[config.mk]
export PLATFORM = sky130hd
export DESIGN_NAME = char_lcd_nibble_sequencer_unit
export DESIGN_NICKNAME = d
export VERILOG_FILES = /design/src/rtl/core/lcdns_pkg.sv /design/src/rtl/core/lcdns_front.sv /design/src/rtl/core/lcdns_queue.sv /design/src/rtl/core/lcdns_back.sv /design/src/rtl/core/char_lcd_nibble_sequencer_unit.sv
export SDC_FILE = /design/constraint.sdc
export NUM_CORES = 1
export LEC_CHECK = 0
export ABC_AREA = 1
export ABC_CLOCK_PERIOD_IN_PS = 2100
export BUFFER_PORTS_ARGS = -buffer_cell sky130_fd_sc_hd__buf_4
export CAP_MARGIN = 20
export CORE_MARGIN = 10
export CORE_UTILIZATION = 45
export DETAILED_ROUTE_END_ITERATION = 7
export GPL_ROUTABILITY_DRIVEN = 0
export HOLD_SLACK_MARGIN = 0.12
export PLACE_DENSITY = 0.69
export SLEW_MARGIN = 20
export SYNTH_ARGS = -nofsm -noshare
export SYNTH_HDL_FRONTEND = slang
export SYNTH_SLANG_ARGS = --single-unit
export TNS_END_PERCENT = 100
[constraint.sdc]
create_clock -name clk -period 2.1 [get_ports clk]
set_clock_uncertainty 0.15 [all_clocks]
set_input_delay 0.105 -clock clk [delete_from_list [all_inputs] [get_ports clk]]
set_output_delay 0.105 -clock clk [all_outputs]
set_load 0.01 [all_outputs]
[src/rtl/core/lcdns_pkg.sv]
// Shared types, codes and constants of the character display nibble sequencer.
`timescale 1ns / 1ps

package lcdns_pkg;

  // Request operation codes.
  typedef enum logic [2:0] {
    OP_CMD    = 3'd0,
    OP_CHAR   = 3'd1,
    OP_CURSOR = 3'd2,
    OP_CLEAR  = 3'd3,
    OP_HOME   = 3'd4,
    OP_INIT   = 3'd5
  } op_t;

  // Configuration register indexes.
  typedef enum logic [1:0] {
    REG_SETTLE_BYTE  = 2'd0,
    REG_SETTLE_CLEAR = 2'd1,
    REG_POWER_UP     = 2'd2
  } cfg_reg_t;

  // How the back end expands a queued request.
  typedef enum logic [1:0] {
    KIND_BYTE  = 2'd0,
    KIND_CLEAR = 2'd1,
    KIND_INIT  = 2'd2
  } kind_t;

  // Back end sequencer states.
  typedef enum logic {
    BK_IDLE = 1'b0,
    BK_RUN  = 1'b1
  } back_state_t;

  // One classified request as it travels through the queue.
  typedef struct packed {
    kind_t      kind;
    logic [7:0] data;
    logic       rs;
  } req_t;

  localparam int unsigned WAIT_W = 16;
  localparam int unsigned STEP_W = 4;

  localparam logic [WAIT_W-1:0] WAIT_MAX          = 16'hFFFF;
  localparam logic [WAIT_W-1:0] INIT_WAIT_FIRST   = 16'd10000;
  localparam logic [WAIT_W-1:0] INIT_WAIT_SHORT   = 16'd5000;
  localparam logic [WAIT_W-1:0] RST_SETTLE_BYTE   = 16'd50;
  localparam logic [WAIT_W-1:0] RST_SETTLE_CLEAR  = 16'd10000;
  localparam logic [WAIT_W-1:0] RST_POWER_UP      = 16'd20000;

  localparam logic [STEP_W-1:0] BYTE_LAST_STEP    = 4'd1;
  localparam logic [STEP_W-1:0] INIT_LAST_STEP    = 4'd11;
  localparam logic [STEP_W-1:0] INIT_FIRST_BYTE   = 4'd4;

  localparam logic [7:0] CMD_CLEAR    = 8'h01;
  localparam logic [7:0] CMD_HOME     = 8'h02;
  localparam logic [7:0] CMD_SET_DDRAM = 8'h80;
  localparam logic [4:0] MAX_COLUMN   = 5'd20;
  localparam logic [2:0] MAX_ROW      = 3'd4;

  // Display memory offset of each row.
  function automatic logic [7:0] row_offset(input logic [1:0] idx);
    logic [7:0] off;
    case (idx)
      2'd0:    off = 8'h00;
      2'd1:    off = 8'h40;
      2'd2:    off = 8'h14;
      default: off = 8'h54;
    endcase
    return off;
  endfunction

  // Command bytes sent after the nibble-mode wake-up pulses.
  function automatic logic [7:0] init_byte(input logic [1:0] idx);
    logic [7:0] b;
    case (idx)
      2'd0:    b = 8'h28;
      2'd1:    b = 8'h0C;
      2'd2:    b = 8'h06;
      default: b = CMD_CLEAR;
    endcase
    return b;
  endfunction

endpackage

[src/rtl/core/lcdns_front.sv]
// Front end: takes requests and classifies them into queue entries.
`timescale 1ns / 1ps

module lcdns_front (
  input  logic              start,
  output logic              busy,
  input  logic [2:0]        in_operation,
  input  logic [7:0]        in_byte_value,
  input  logic [4:0]        in_column,
  input  logic [2:0]        in_row,
  input  logic              q_full,
  output logic              q_push,
  output lcdns_pkg::req_t   q_req
);
  import lcdns_pkg::*;

  logic       keep;
  logic       pos_ok;
  logic [1:0] row_idx;
  logic [7:0] cursor_byte;

  // A request is taken whenever the queue has room.
  assign busy = q_full;

  // Cursor position check and set-address command.
  assign pos_ok = (in_row >= 3'd1) && (in_row <= MAX_ROW) &&
                  (in_column >= 5'd1) && (in_column <= MAX_COLUMN);
  assign row_idx = in_row[1:0] - 2'd1;
  assign cursor_byte = CMD_SET_DDRAM + row_offset(row_idx) + {3'b000, in_column} - 8'd1;

  // Classify the operation; bad positions and unused codes are dropped.
  always_comb begin
    keep       = 1'b1;
    q_req.kind = KIND_BYTE;
    q_req.data = in_byte_value;
    q_req.rs   = 1'b0;
    unique case (op_t'(in_operation))
      OP_CMD: begin
      end
      OP_CHAR: begin
        q_req.rs = 1'b1;
      end
      OP_CURSOR: begin
        q_req.data = cursor_byte;
        keep       = pos_ok;
      end
      OP_CLEAR: begin
        q_req.kind = KIND_CLEAR;
        q_req.data = CMD_CLEAR;
      end
      OP_HOME: begin
        q_req.kind = KIND_CLEAR;
        q_req.data = CMD_HOME;
      end
      OP_INIT: begin
        q_req.kind = KIND_INIT;
      end
      default: begin
        keep = 1'b0;
      end
    endcase
  end

  assign q_push = start && !q_full && keep;

endmodule

[src/rtl/core/lcdns_queue.sv]
// Short request queue between the front end and the back end.
`timescale 1ns / 1ps

module lcdns_queue #(
  parameter int unsigned DEPTH = 4
) (
  input  logic            clk,
  input  logic            rst_n,
  input  logic            push,
  input  lcdns_pkg::req_t push_req,
  input  logic            pop,
  output lcdns_pkg::req_t pop_req,
  output logic            empty,
  output logic            full
);
  import lcdns_pkg::*;

  localparam int unsigned PTR_W = (DEPTH > 1) ? $clog2(DEPTH) : 1;
  localparam int unsigned CNT_W = $clog2(DEPTH + 1);
  localparam logic [PTR_W-1:0] PTR_LAST = PTR_W'(DEPTH - 1);
  localparam logic [CNT_W-1:0] CNT_FULL = CNT_W'(DEPTH);

  req_t             slot_r [DEPTH];
  logic [PTR_W-1:0] wr_ptr_r, wr_ptr_nxt;
  logic [PTR_W-1:0] rd_ptr_r, rd_ptr_nxt;
  logic [CNT_W-1:0] count_r, count_nxt;

  assign empty   = (count_r == '0);
  assign full    = (count_r == CNT_FULL);
  assign pop_req = slot_r[rd_ptr_r];

  // Pointer and fill count updates.
  always_comb begin
    wr_ptr_nxt = wr_ptr_r;
    rd_ptr_nxt = rd_ptr_r;
    count_nxt  = count_r;
    if (push) begin
      wr_ptr_nxt = (wr_ptr_r == PTR_LAST) ? '0 : wr_ptr_r + 1'b1;
    end
    if (pop) begin
      rd_ptr_nxt = (rd_ptr_r == PTR_LAST) ? '0 : rd_ptr_r + 1'b1;
    end
    if (push && !pop) begin
      count_nxt = count_r + 1'b1;
    end else if (pop && !push) begin
      count_nxt = count_r - 1'b1;
    end
  end

  always_ff @(posedge clk) begin
    if (!rst_n) begin
      wr_ptr_r <= '0;
      rd_ptr_r <= '0;
      count_r  <= '0;
    end else begin
      wr_ptr_r <= wr_ptr_nxt;
      rd_ptr_r <= rd_ptr_nxt;
      count_r  <= count_nxt;
    end
  end

  // Entry storage.
  always_ff @(posedge clk) begin
    if (push) begin
      slot_r[wr_ptr_r] <= push_req;
    end
  end

`ifndef SYNTHESIS
  a_no_pop_empty: assert property (@(posedge clk) disable iff (!rst_n)
    !(pop && empty)) else $error("queue popped while empty");
  a_no_push_full: assert property (@(posedge clk) disable iff (!rst_n)
    !(push && full)) else $error("queue pushed while full");
  a_count_bound: assert property (@(posedge clk) disable iff (!rst_n)
    count_r <= CNT_FULL) else $error("queue count above depth");
`endif

endmodule

[src/rtl/core/lcdns_back.sv]
// Back end: expands queued requests into one bus transfer beat per cycle.
`timescale 1ns / 1ps

module lcdns_back (
  input  logic                           clk,
  input  logic                           rst_n,
  input  lcdns_pkg::req_t                q_req,
  input  logic                           q_empty,
  output logic                           q_pop,
  input  logic [lcdns_pkg::WAIT_W-1:0]   settle_byte,
  input  logic [lcdns_pkg::WAIT_W-1:0]   settle_clear,
  input  logic [lcdns_pkg::WAIT_W-1:0]   power_up,
  output logic                           out_valid,
  output logic [3:0]                     out_nibble,
  output logic                           out_register_select,
  output logic [lcdns_pkg::WAIT_W-1:0]   out_wait_before_us,
  output logic [lcdns_pkg::WAIT_W-1:0]   out_wait_after_us,
  output logic                           out_last
);
  import lcdns_pkg::*;

  back_state_t       state_r, state_nxt;
  req_t              cur_r, cur_nxt;
  logic [STEP_W-1:0] step_r, step_nxt;

  logic              valid_r;
  logic [3:0]        nib_r;
  logic              rs_r;
  logic [WAIT_W-1:0] before_r;
  logic [WAIT_W-1:0] after_r;
  logic              last_r;

  logic [WAIT_W:0]   clr_sum;
  logic [WAIT_W-1:0] clr_wait;
  logic [1:0]        init_idx;
  logic [7:0]        xfer_byte;
  logic [3:0]        xfer_nib;
  logic [WAIT_W-1:0] xfer_before;
  logic [WAIT_W-1:0] xfer_after;
  logic              xfer_last;

  // Settle time after clear or home, saturated.
  assign clr_sum  = {1'b0, settle_byte} + {1'b0, settle_clear};
  assign clr_wait = clr_sum[WAIT_W] ? WAIT_MAX : clr_sum[WAIT_W-1:0];

  // Init steps from four on send two nibbles of a fixed command each.
  assign init_idx = step_r[2:1] - 2'd2;

  // Transfer of the current step.
  always_comb begin
    xfer_byte   = cur_r.data;
    xfer_before = '0;
    xfer_last   = 1'b0;
    if (cur_r.kind == KIND_INIT) begin
      xfer_byte = init_byte(init_idx);
      xfer_last = (step_r == INIT_LAST_STEP);
    end else begin
      xfer_last = (step_r == BYTE_LAST_STEP);
    end
    xfer_nib = step_r[0] ? xfer_byte[3:0] : xfer_byte[7:4];
    if (!step_r[0]) begin
      xfer_after = '0;
    end else if (cur_r.kind == KIND_CLEAR || xfer_last) begin
      xfer_after = (cur_r.kind == KIND_BYTE) ? settle_byte : clr_wait;
    end else begin
      xfer_after = settle_byte;
    end
    // The wake-up pulses before nibble mode is set.
    if (cur_r.kind == KIND_INIT && step_r < INIT_FIRST_BYTE) begin
      unique case (step_r[1:0])
        2'd0: begin
          xfer_nib    = 4'h3;
          xfer_before = power_up;
          xfer_after  = INIT_WAIT_FIRST;
        end
        2'd1: begin
          xfer_nib   = 4'h3;
          xfer_after = INIT_WAIT_SHORT;
        end
        2'd2: begin
          xfer_nib   = 4'h3;
          xfer_after = '0;
        end
        default: begin
          xfer_nib   = 4'h2;
          xfer_after = INIT_WAIT_SHORT;
        end
      endcase
    end
  end

  // Sequencer: load a request, walk its steps, chain straight into the next.
  always_comb begin
    state_nxt = state_r;
    cur_nxt   = cur_r;
    step_nxt  = step_r;
    q_pop     = 1'b0;
    unique case (state_r)
      BK_IDLE: begin
        if (!q_empty) begin
          q_pop     = 1'b1;
          cur_nxt   = q_req;
          step_nxt  = '0;
          state_nxt = BK_RUN;
        end
      end
      BK_RUN: begin
        if (!xfer_last) begin
          step_nxt = step_r + 1'b1;
        end else if (!q_empty) begin
          q_pop    = 1'b1;
          cur_nxt  = q_req;
          step_nxt = '0;
        end else begin
          state_nxt = BK_IDLE;
        end
      end
      default: begin
        state_nxt = BK_IDLE;
      end
    endcase
  end

  always_ff @(posedge clk) begin
    if (!rst_n) begin
      state_r <= BK_IDLE;
      step_r  <= '0;
      valid_r <= 1'b0;
    end else begin
      state_r <= state_nxt;
      step_r  <= step_nxt;
      valid_r <= (state_r == BK_RUN);
    end
  end

  // Request and output beat registers.
  always_ff @(posedge clk) begin
    cur_r    <= cur_nxt;
    nib_r    <= xfer_nib;
    rs_r     <= cur_r.rs;
    before_r <= xfer_before;
    after_r  <= xfer_after;
    last_r   <= xfer_last;
  end

  assign out_valid           = valid_r;
  assign out_nibble          = nib_r;
  assign out_register_select = rs_r;
  assign out_wait_before_us  = before_r;
  assign out_wait_after_us   = after_r;
  assign out_last            = last_r;

`ifndef SYNTHESIS
  a_run_beats: assert property (@(posedge clk) disable iff (!rst_n)
    state_r == BK_RUN |=> out_valid) else $error("running step gave no beat");
  a_idle_quiet: assert property (@(posedge clk) disable iff (!rst_n)
    state_r == BK_IDLE |=> !out_valid) else $error("beat while idle");
  a_step_bound: assert property (@(posedge clk) disable iff (!rst_n)
    step_r <= INIT_LAST_STEP) else $error("step past end of init");
  a_before_first: assert property (@(posedge clk) disable iff (!rst_n)
    out_valid && out_wait_before_us != '0 |-> out_nibble == 4'h3 && !out_last)
    else $error("wait before on a transfer other than the first init pulse");
`endif

endmodule

[src/rtl/core/char_lcd_nibble_sequencer_unit.sv]
// Top level of the character display nibble sequencer with its timing registers.
`timescale 1ns / 1ps

// Each request becomes a run of 4-bit display bus transfers, one beat per clock
// cycle on out_valid: two beats for a command, character, cursor move, clear or
// home, twelve for init, none for a bad cursor position or an unused code. When
// the back end is idle, a taken request is queued, loaded by the back end and its
// first beat registered; queued requests' beats follow without gaps. The back-end
// sequencer, one transfer per cycle, sets the sustained rate; requests wait in a
// QUEUE_DEPTH-entry queue and busy is high only while that queue is full. Beats
// cannot be stalled: the receiver must take one every cycle out_valid is high.
// Write the timing registers only while no request is in flight.
module char_lcd_nibble_sequencer_unit #(
  parameter int unsigned QUEUE_DEPTH = 4
) (
  input  logic        clk,
  input  logic        rst_n,
  input  logic        start,
  output logic        busy,
  input  logic [2:0]  in_operation,
  input  logic [7:0]  in_byte_value,
  input  logic [4:0]  in_column,
  input  logic [2:0]  in_row,
  output logic        out_valid,
  output logic [3:0]  out_nibble,
  output logic        out_register_select,
  output logic [15:0] out_wait_before_us,
  output logic [15:0] out_wait_after_us,
  output logic        out_last,
  input  logic        cfg_we,
  input  logic [1:0]  cfg_index,
  input  logic [15:0] cfg_data
);
  import lcdns_pkg::*;

  logic              q_full;
  logic              q_empty;
  logic              q_push;
  logic              q_pop;
  req_t              push_req;
  req_t              pop_req;
  logic [WAIT_W-1:0] settle_byte_r, settle_byte_nxt;
  logic [WAIT_W-1:0] settle_clear_r, settle_clear_nxt;
  logic [WAIT_W-1:0] power_up_r, power_up_nxt;

  // Timing register writes; an unknown index is ignored.
  always_comb begin
    settle_byte_nxt  = settle_byte_r;
    settle_clear_nxt = settle_clear_r;
    power_up_nxt     = power_up_r;
    if (cfg_we) begin
      unique case (cfg_reg_t'(cfg_index))
        REG_SETTLE_BYTE:  settle_byte_nxt  = cfg_data;
        REG_SETTLE_CLEAR: settle_clear_nxt = cfg_data;
        REG_POWER_UP:     power_up_nxt     = cfg_data;
        default: begin
        end
      endcase
    end
  end

  always_ff @(posedge clk) begin
    if (!rst_n) begin
      settle_byte_r  <= RST_SETTLE_BYTE;
      settle_clear_r <= RST_SETTLE_CLEAR;
      power_up_r     <= RST_POWER_UP;
    end else begin
      settle_byte_r  <= settle_byte_nxt;
      settle_clear_r <= settle_clear_nxt;
      power_up_r     <= power_up_nxt;
    end
  end

  lcdns_front u_front (
    .start        (start),
    .busy         (busy),
    .in_operation (in_operation),
    .in_byte_value(in_byte_value),
    .in_column    (in_column),
    .in_row       (in_row),
    .q_full       (q_full),
    .q_push       (q_push),
    .q_req        (push_req)
  );

  lcdns_queue #(
    .DEPTH(QUEUE_DEPTH)
  ) u_queue (
    .clk     (clk),
    .rst_n   (rst_n),
    .push    (q_push),
    .push_req(push_req),
    .pop     (q_pop),
    .pop_req (pop_req),
    .empty   (q_empty),
    .full    (q_full)
  );

  lcdns_back u_back (
    .clk                (clk),
    .rst_n              (rst_n),
    .q_req              (pop_req),
    .q_empty            (q_empty),
    .q_pop              (q_pop),
    .settle_byte        (settle_byte_r),
    .settle_clear       (settle_clear_r),
    .power_up           (power_up_r),
    .out_valid          (out_valid),
    .out_nibble         (out_nibble),
    .out_register_select(out_register_select),
    .out_wait_before_us (out_wait_before_us),
    .out_wait_after_us  (out_wait_after_us),
    .out_last           (out_last)
  );

endmodule

# Word-level counts from Yosys, hierarchy flattened
# Memories as Yosys holds them, arrays and structs flattened. A register that Yosys moved wholly into a read port is not among the register bits.
# Cells that the tools add are included.
op_classes:
  n_addsub: 11
  mux: 36
  reduce_logical: 27
  eq_ne: 21
  shifts: 0
  bitwise: 1
  magnitude_cmp: 5
  n_div: 0
  n_mul: 0
op_table:
  columns: ["operator", "count"]
  rows:
  - ["$mux W16", 5]
  - ["$pmux W14 S2", 1]
  - ["$pmux W8 S3", 1]
  - ["$mux W11", 2]
  - ["$pmux W11 S2", 1]
  - ["$pmux W7 S3", 1]
  - ["$pmux W6 S3", 1]
  - ["$add A16 B16 Y17", 1]
  - ["$mux W4", 4]
  - ["$eq A2 B2 Y1 const B", 7]
  - ["$eq A2 B1 Y1 const B", 5]
  - ["$logic_not A2 Y1", 5]
  - ["$eq A3 B3 Y1 const B", 3]
  - ["$add A8 B5 Y8", 1]
  - ["$add A8 B7 Y8 const A", 1]
  - ["$logic_and A1 B1 Y1", 8]
  - ["$mux W1", 8]
  - ["$mux W2", 4]
  - ["$mux W8", 1]
  - ["$pmux W4 S2", 1]
  - ["$reduce_and A2 Y1", 4]
  - ["$sub A8 B1 Y8 const B", 1]
  - ["$eq A3 B2 Y1 const B", 2]
  - ["$logic_not A3 Y1", 2]
  - ["25 further kinds", 31]
word_totals:
  mem_bits_ro: 0
  ramBits: 44
  latch_bits: 0
  word_cells: 119
  memories: 1
  regBits: 110
memory_table:
  columns: ["memory", "depth", "width", "read_ports", "rd_ports_with_merged_regs", "write_ports", "line", "source"]
  rows:
  - ["u_queue.slot_r", 4, 11, 1, 1, 1, "lcdns_queue.sv:23", "req_t slot_r [DEPTH];"]

# Longest topological paths before layout
depth:
  word_depth: 10
  ltp_mapped: 16
  depth_no_buf: 16

# Cells and area by module
# A second synthesis with hierarchy kept.
unflattened:
  hier_cells: 991
  area_unflattened_um2: 7713.6
by_module_without_submodules:
  columns: ["module", "area_per_inst_um2", "instances", "seq_area_each_um2", "cells_each"]
  rows:
  - ["lcdns_back", 3093.0, 1, 1211.2, 436]
  - ["lcdns_queue", 2088.3, 1, 1501.4, 166]
  - ["char_lcd_nibble_sequencer_unit", 1995.7, 1, 960.9, 287]
  - ["lcdns_front", 536.8, 1, 0.0, 102]

# Worst setup path after synthesis
# Ideal clock, no wire load.
synth_timing:
  path_type: "register to register"
  start: "register u_back.cur_r[9] (netlist name)"
  end: "register u_queue.count_r[2]"
  stages_incl_launch_ff: 14
  setup_ns: 0.070
  synth_period_minus_slack_ns: 2.199
  n_path_buf: 0
  t_arrival_ns: 1.979
  slack_ns: -0.099
  cell_sequence: "edfxtp_1 -> nor2_4 -> nand2_4 -> nand3_2 -> nand2_1 -> nand2_1 -> ha_1 -> inv_1 -> fa_1 -> nor2_1 -> nor2_1 -> nand2_1 -> o21ai_0 -> a21oi_1"
synth_between:
  elab_chain_cells: 7
  word_cells_on_any_way: 9
synth_lines:
  columns: ["item", "line", "source"]
  rows:
  - ["from (decl)", "lcdns_back.sv:23", "req_t cur_r, cur_nxt;"]
  - ["from (signal assigned)", "lcdns_back.sv:138", "cur_r <= cur_nxt;"]
  - ["$eq A2 B2 Y1 (*)", "lcdns_back.sv:54", "if (cur_r.kind == KIND_INIT) begin"]
  - ["$mux W1 (*)", "lcdns_back.sv:54", null]
  - ["$mux W1 (*)", "lcdns_back.sv:108", "if (!xfer_last) begin"]
  - ["$pmux W1 S2 (*)", "lcdns_back.sv:98", "unique case (state_r)"]
  - ["$logic_not A1 Y1", "lcdns_queue.sv:43", "if (push && !pop) begin"]
  - ["$logic_and A1 B1 Y1", "lcdns_queue.sv:43", null]
  - ["$mux W3 or $reduce_bool A2 Y1 (tied branches)", null, null]
  - ["to (signal assigned)", "lcdns_queue.sv:58", "count_r <= count_nxt;"]
  - ["to (decl)", "lcdns_queue.sv:26", "logic [CNT_W-1:0] count_r, count_nxt;"]
# Mark *: on every way between the ends. The rest lies on a longest branch, timed or not.
# A chain may end at the register's enable or synchronous reset.

# Final worst setup path
layout_timing:
  start: "register settle_byte_r[11]"
  end: "register u_back.after_r[14], in the netlist u_back.out_wait_after_us[14]"
layout_between:
  elab_chain_cells: 6
layout_lines:
  columns: ["item", "line", "source"]
  rows:
  - ["from (decl)", "char_lcd_nibble_sequencer_unit.sv:42", "logic [WAIT_W-1:0] settle_byte_r, settle_byte_nxt;"]
  - ["from (signal assigned)", "char_lcd_nibble_sequencer_unit.sv:68", "settle_byte_r <= settle_byte_nxt;"]
  - ["$add A16 B16 Y17", "lcdns_back.sv:43", "assign clr_sum = {1'b0, settle_byte} + {1'b0, settle_clear};"]
  - ["$mux W16", "lcdns_back.sv:44", "assign clr_wait = clr_sum[WAIT_W] ? WAIT_MAX : clr_sum[WAIT_W-1:0];"]
  - ["$mux W16", "lcdns_back.sv:64", "xfer_after = (cur_r.kind == KIND_BYTE) ? settle_byte : clr_wait;"]
  - ["$mux W16", "lcdns_back.sv:63", "end else if (cur_r.kind == KIND_CLEAR || xfer_last) begin"]
  - ["$mux W16", "lcdns_back.sv:61", "if (!step_r[0]) begin"]
  - ["$mux W16", "lcdns_back.sv:69", "if (cur_r.kind == KIND_INIT && step_r < INIT_FIRST_BYTE) begin"]
  - ["to (signal assigned)", "lcdns_back.sv:142", "after_r <= xfer_after;"]
  - ["to (decl)", "lcdns_back.sv:30", "logic [WAIT_W-1:0] after_r;"]
# No other way between the ends.

==> run summary <==
The flow ran to the end, and the final reports show no timing, DRC or antenna violations. After global routing the overflow that remains totals 0. The die is 146 um tall. The run gives 12.4 mm as the estimated wirelength of the detail-placed design. The path class of the tightest hold or removal check is in -> reg.

For the share of the yosys chip area belonging to registers, the log shows 51.2%. The critical path goes through ha_1 -> nand2_1 -> inv_1 -> nand2_1 -> nand2_1 -> a21oi_2 -> nand2_2 -> nor2_4 -> buf_6 -> nand2_2 -> nor2_2 -> nor2_1. Dividing total power by cell area gives a power density of 1090 mW/mm2.

The footprint of the flip-flops and latches was 0.00368 mm2. The layer flagged by global routing as most heavily used is met2. The number of remaining DRC errors was 0; the number of hold violations in the final report was 0. The highest net fanout along the worst path was 5; the global routing usage summed across all routing layers was 17.3%. The growth of design area from synthesis to finish is 35.5%, and the required arrival time at the worst endpoint is 2270 ps. In this run, synthesis produced a sequential element count of 156. In this run the standard cell core region covers 0.0158 mm2. The clock passes through at most 2 buffers.

The cell type with the highest aggregate area in the netlist was sky130_fd_sc_hd__dfxtp_1. In this design, the stage delay of the slowest critical-path cell is 360 ps. Beginning of the worst hold path: in_column[4]. Summed over all failing endpoints, the final setup total negative slack is 0 ps. At the pin with the least slew margin, the transition time is 646 ps. Startpoint of the lowest-slack register-to-register path: settle_byte_r[11]. The library cells used most frequently in the layout, excluding fill and tap cells, are sky130_fd_sc_hd__nand2_1 (148), sky130_fd_sc_hd__nor2_1 (140), sky130_fd_sc_hd__buf_4 (140), sky130_fd_sc_hd__inv_1 (103), sky130_fd_sc_hd__dfxtp_1 (98). Counting the buffers created by CTS gives 17.

The final standard cell area without fillers is 0.00972 mm2, and the worst hold margin is 168 ps. The root cell of the clock tree was sky130_fd_sc_hd__clkbuf_16. The share of the synthesized area in the top cell type was 28.2%. The startpoint type of the worst setup path was a flip-flop. In this design, the largest share of critical-path delay is due to simple AND/OR/NAND/NOR gates. For the synthesized netlist net count, the log shows 946. Counting stages on the worst path, the most repeated cell is sky130_fd_sc_hd__nand2_1. Ranked by total cell area, the synthesized netlist is headed by sky130_fd_sc_hd__dfxtp_1 (28%), sky130_fd_sc_hd__edfxtp_1 (23%), sky130_fd_sc_hd__nand2_1 (8.5%). Leaving out fill and tap cells, the most frequent cell in the layout is sky130_fd_sc_hd__nand2_1. The logs give 6,086 for the number of global-route vias before repair and 862 for the number of instances in the synthesized netlist. The tools report the number of violations of the max-capacitance limit as 0. The slowest stage of the critical path is the sky130_fd_sc_hd__ha_1 cell.

The global-route track usage on met2 is 27.0%, and the maximum operating frequency is 488 MHz. In this run the count of I/O pins placed on the die edge is 81. For this run, asynchronously set or reset flops after synthesis account for 0%. For the worst-skew pair later-pin latency, the log shows 430 ps.

TritonCTS built the clock tree. STA classifies the critical path endpoint as a flip-flop. For the data arrival time of the critical path, the log shows 2220 ps. The tools report the fraction of met1 tracks used by global routing as 22.5%.

The effective utilization at floorplan is 45.5%. In the final layout, the share of cells above drive strength 1 is 22.1%. The floorplan step defined a die boundary enclosing 0.0214 mm2. The multi-input combinational cells in the finished layout cover a total of 0.00319 mm2. Wires add up to 18.5 mm. The critical path starts at settle_byte_r[11]. The number of buffers added on ports works out to 80.

In the synthesized netlist the dominant register cell turns out to be sky130_fd_sc_hd__dfxtp_1. The H-tree was split into 4 levels. Across the VDD grid, the largest voltage drop is 665 uV. The number of nets with antenna violations after detailed routing was 0. The worst path in the final design needs a cycle of 2050 ps, including I/O delays and setup.

Entering global routing, the biggest net connects 55 pins. The first global-routing pass estimated 30.2 mm of wire. The repair_antennas step left the layout with diodes totalling 0.

After synthesis, the mean cell area works out to 8.32 um2. The worst path uses 97.5% of the clock period. The run gives 1,335 as the number of inserted filler cells in the final layout. The number of pins exceeding their max-slew limit in the final report was 0; the relative slew slack was 56.8%. The run gives 0.00838 mm2 as the instance area after placement.

In this run, distinct cell masters in the synthesized netlist total 35. In the final design database the tool counted 1,134 nets. Dividing the detail-routed wire length by the instance count gives 14.5 um.

For the number of sinks handled by clock tree synthesis, the log shows 156. In this run, synthesis inferred 55 flip-flops with an integrated enable. The tools report the count of TritonRoute iterations in the first routing pass as 5. The met3 capacity usage during global routing is 4.45%. Together, buffers and inverters on the worst path number 2. Setup repair after global routing could not meet its margin everywhere.

The tools report the count of warnings emitted by yosys as 0. The initial antenna violation count is 0. The detailed router placed 6,275 vias in this run. The tools report the initial DRC count as 581. In this run the core area contains 46 standard-cell rows.

The count of endpoints failing setup in the final report is 0, and the static leakage is 4.47 nW. Summing every instance area after synthesis gives 0.00717 mm2. The critical path is of the reg -> reg type. After detailed routing, the number of vias per cell comes to 4.91.

After clock tree synthesis, the clock-pin slew on the worst setup and hold paths is 60 ps. The width of the die came out at 146 um.
==> metrics by stage <==
step / util [%] / setup WS [ps] / std cells / total power [mW]
3_3_place_gp: 53.2 / -166 / 1191 / 7.12
4_1_cts: 60.3 / 4.64 / 1274 / 10.4
6_report: 61.6 / 52.0 / 1279 / 10.6
3_5_place_dp: 53.2 / -219 / 1191 / 7.18
5_1_grt: 61.6 / -95.9 / 1279 / 11.3
2_1_floorplan: - / -26.6 / 862 / 5.86
==> state kept, by name (all words and copies together), names as in the netlist, 2 cells and up, named ones only <==
register                   flops
power_up_r                    16
settle_byte_r                 16
settle_clear_r                16
u_back.cur_r                  11
u_back.out_nibble              4
u_back.out_wait_after_us      16
u_back.out_wait_before_us     16
u_back.step_r                  4
u_queue.count_r                3
u_queue.rd_ptr_r               2
u_queue.slot_r                44
u_queue.wr_ptr_r               2
==> kinds of logic (layout without fill, tap and decap cells) <==
kind of cell	count (synthesis)	count (layout)	share of synthesized area (%)
AO/OA/AOI/OAI	151	151	11.4
XOR/XNOR	9	9	1.10
adder cells (fa/ha/maj)	43	43	7.82
buffers and inverters	130	331	7.08
flip-flops	156	156	51.2
AND/OR/NAND/NOR	373	373	21.4
==> final cells by class <==
| class | count | area share [%] |
|---|---|---|
| timing repair buffer | 192 | 16.4 |
| clock buffer | 20 | 4.49 |
| multi-input combinational | 576 | 32.8 |
| clock inverter | 12 | 1.52 |
| inverter | 107 | 4.17 |
| sequential | 156 | 37.9 |
| tap | 216 | 2.78 |
==> metal layers <==
metal | vias to the layer above | share of wire (%)
met5 | - | 0
met4 | 0 | 1.9
met3 | 29 | 6.0
met2 | 177 | 46
met1 | 2882 | 46
li1 | 3187 | -
==> cells in the mapped netlist, drive strengths merged, types with 2 or more instances <==
cell type,n
xor2,3
nand4,3
o22ai,11
o31ai,2
clkbuf,19
a22oi,2
o21ai,83
nor3,6
nor2,147
nand3,40
a21oi,39
inv,107
or2,7
a22o,2
o211ai,10
nand2,167
and2,2
dfxtp,101
edfxtp,55
ha,40
buf,4
fa,3
xnor2,6
==> final timing paths <==
check / to / slack, ps / cells past startpoint
max: u_back.out_wait_after_us[14] / 50 / 12
min: u_queue.wr_ptr_r[1] / 170 / 7
max reg2reg: u_back.out_wait_after_us[14] / 50 / 12
min reg2reg: u_back.out_register_select / 200 / 0
==> worst register-to-register path, stage by stage (launching register included) <==
cell and delay [ps]:
sky130_fd_sc_hd__dfxtp_1 350, sky130_fd_sc_hd__ha_1 360, sky130_fd_sc_hd__nand2_1 130, sky130_fd_sc_hd__inv_1 50, sky130_fd_sc_hd__nand2_1 60, sky130_fd_sc_hd__nand2_1 80, sky130_fd_sc_hd__a21oi_2 170, sky130_fd_sc_hd__nand2_2 90
sky130_fd_sc_hd__nor2_4 160, sky130_fd_sc_hd__buf_6 160, sky130_fd_sc_hd__nand2_2 60, sky130_fd_sc_hd__nor2_2 100, sky130_fd_sc_hd__nor2_1 40
==> repair_timing <==
action / in CTS / in global routing
endpoints found under the setup margin: 4 / 23
buffers inserted: 3 / 4
hold buffers: 48 / 0
endpoints found under the hold margin: 107 / 0
gates cloned: 0 / 1
pin swaps: 6 / 18
gates resized for setup: 9 / 44
==> power breakdown <==
group / internal, mW / total, mW / switching [mW]
registers: 3.76 / 3.98 / 0.224
clock network: 1.86 / 3.06 / 1.20
logic: 1.55 / 3.59 / 2.05
total: 7.16 / 10.6 / 3.47
Note: power is estimated with default switching activity, not from simulation.
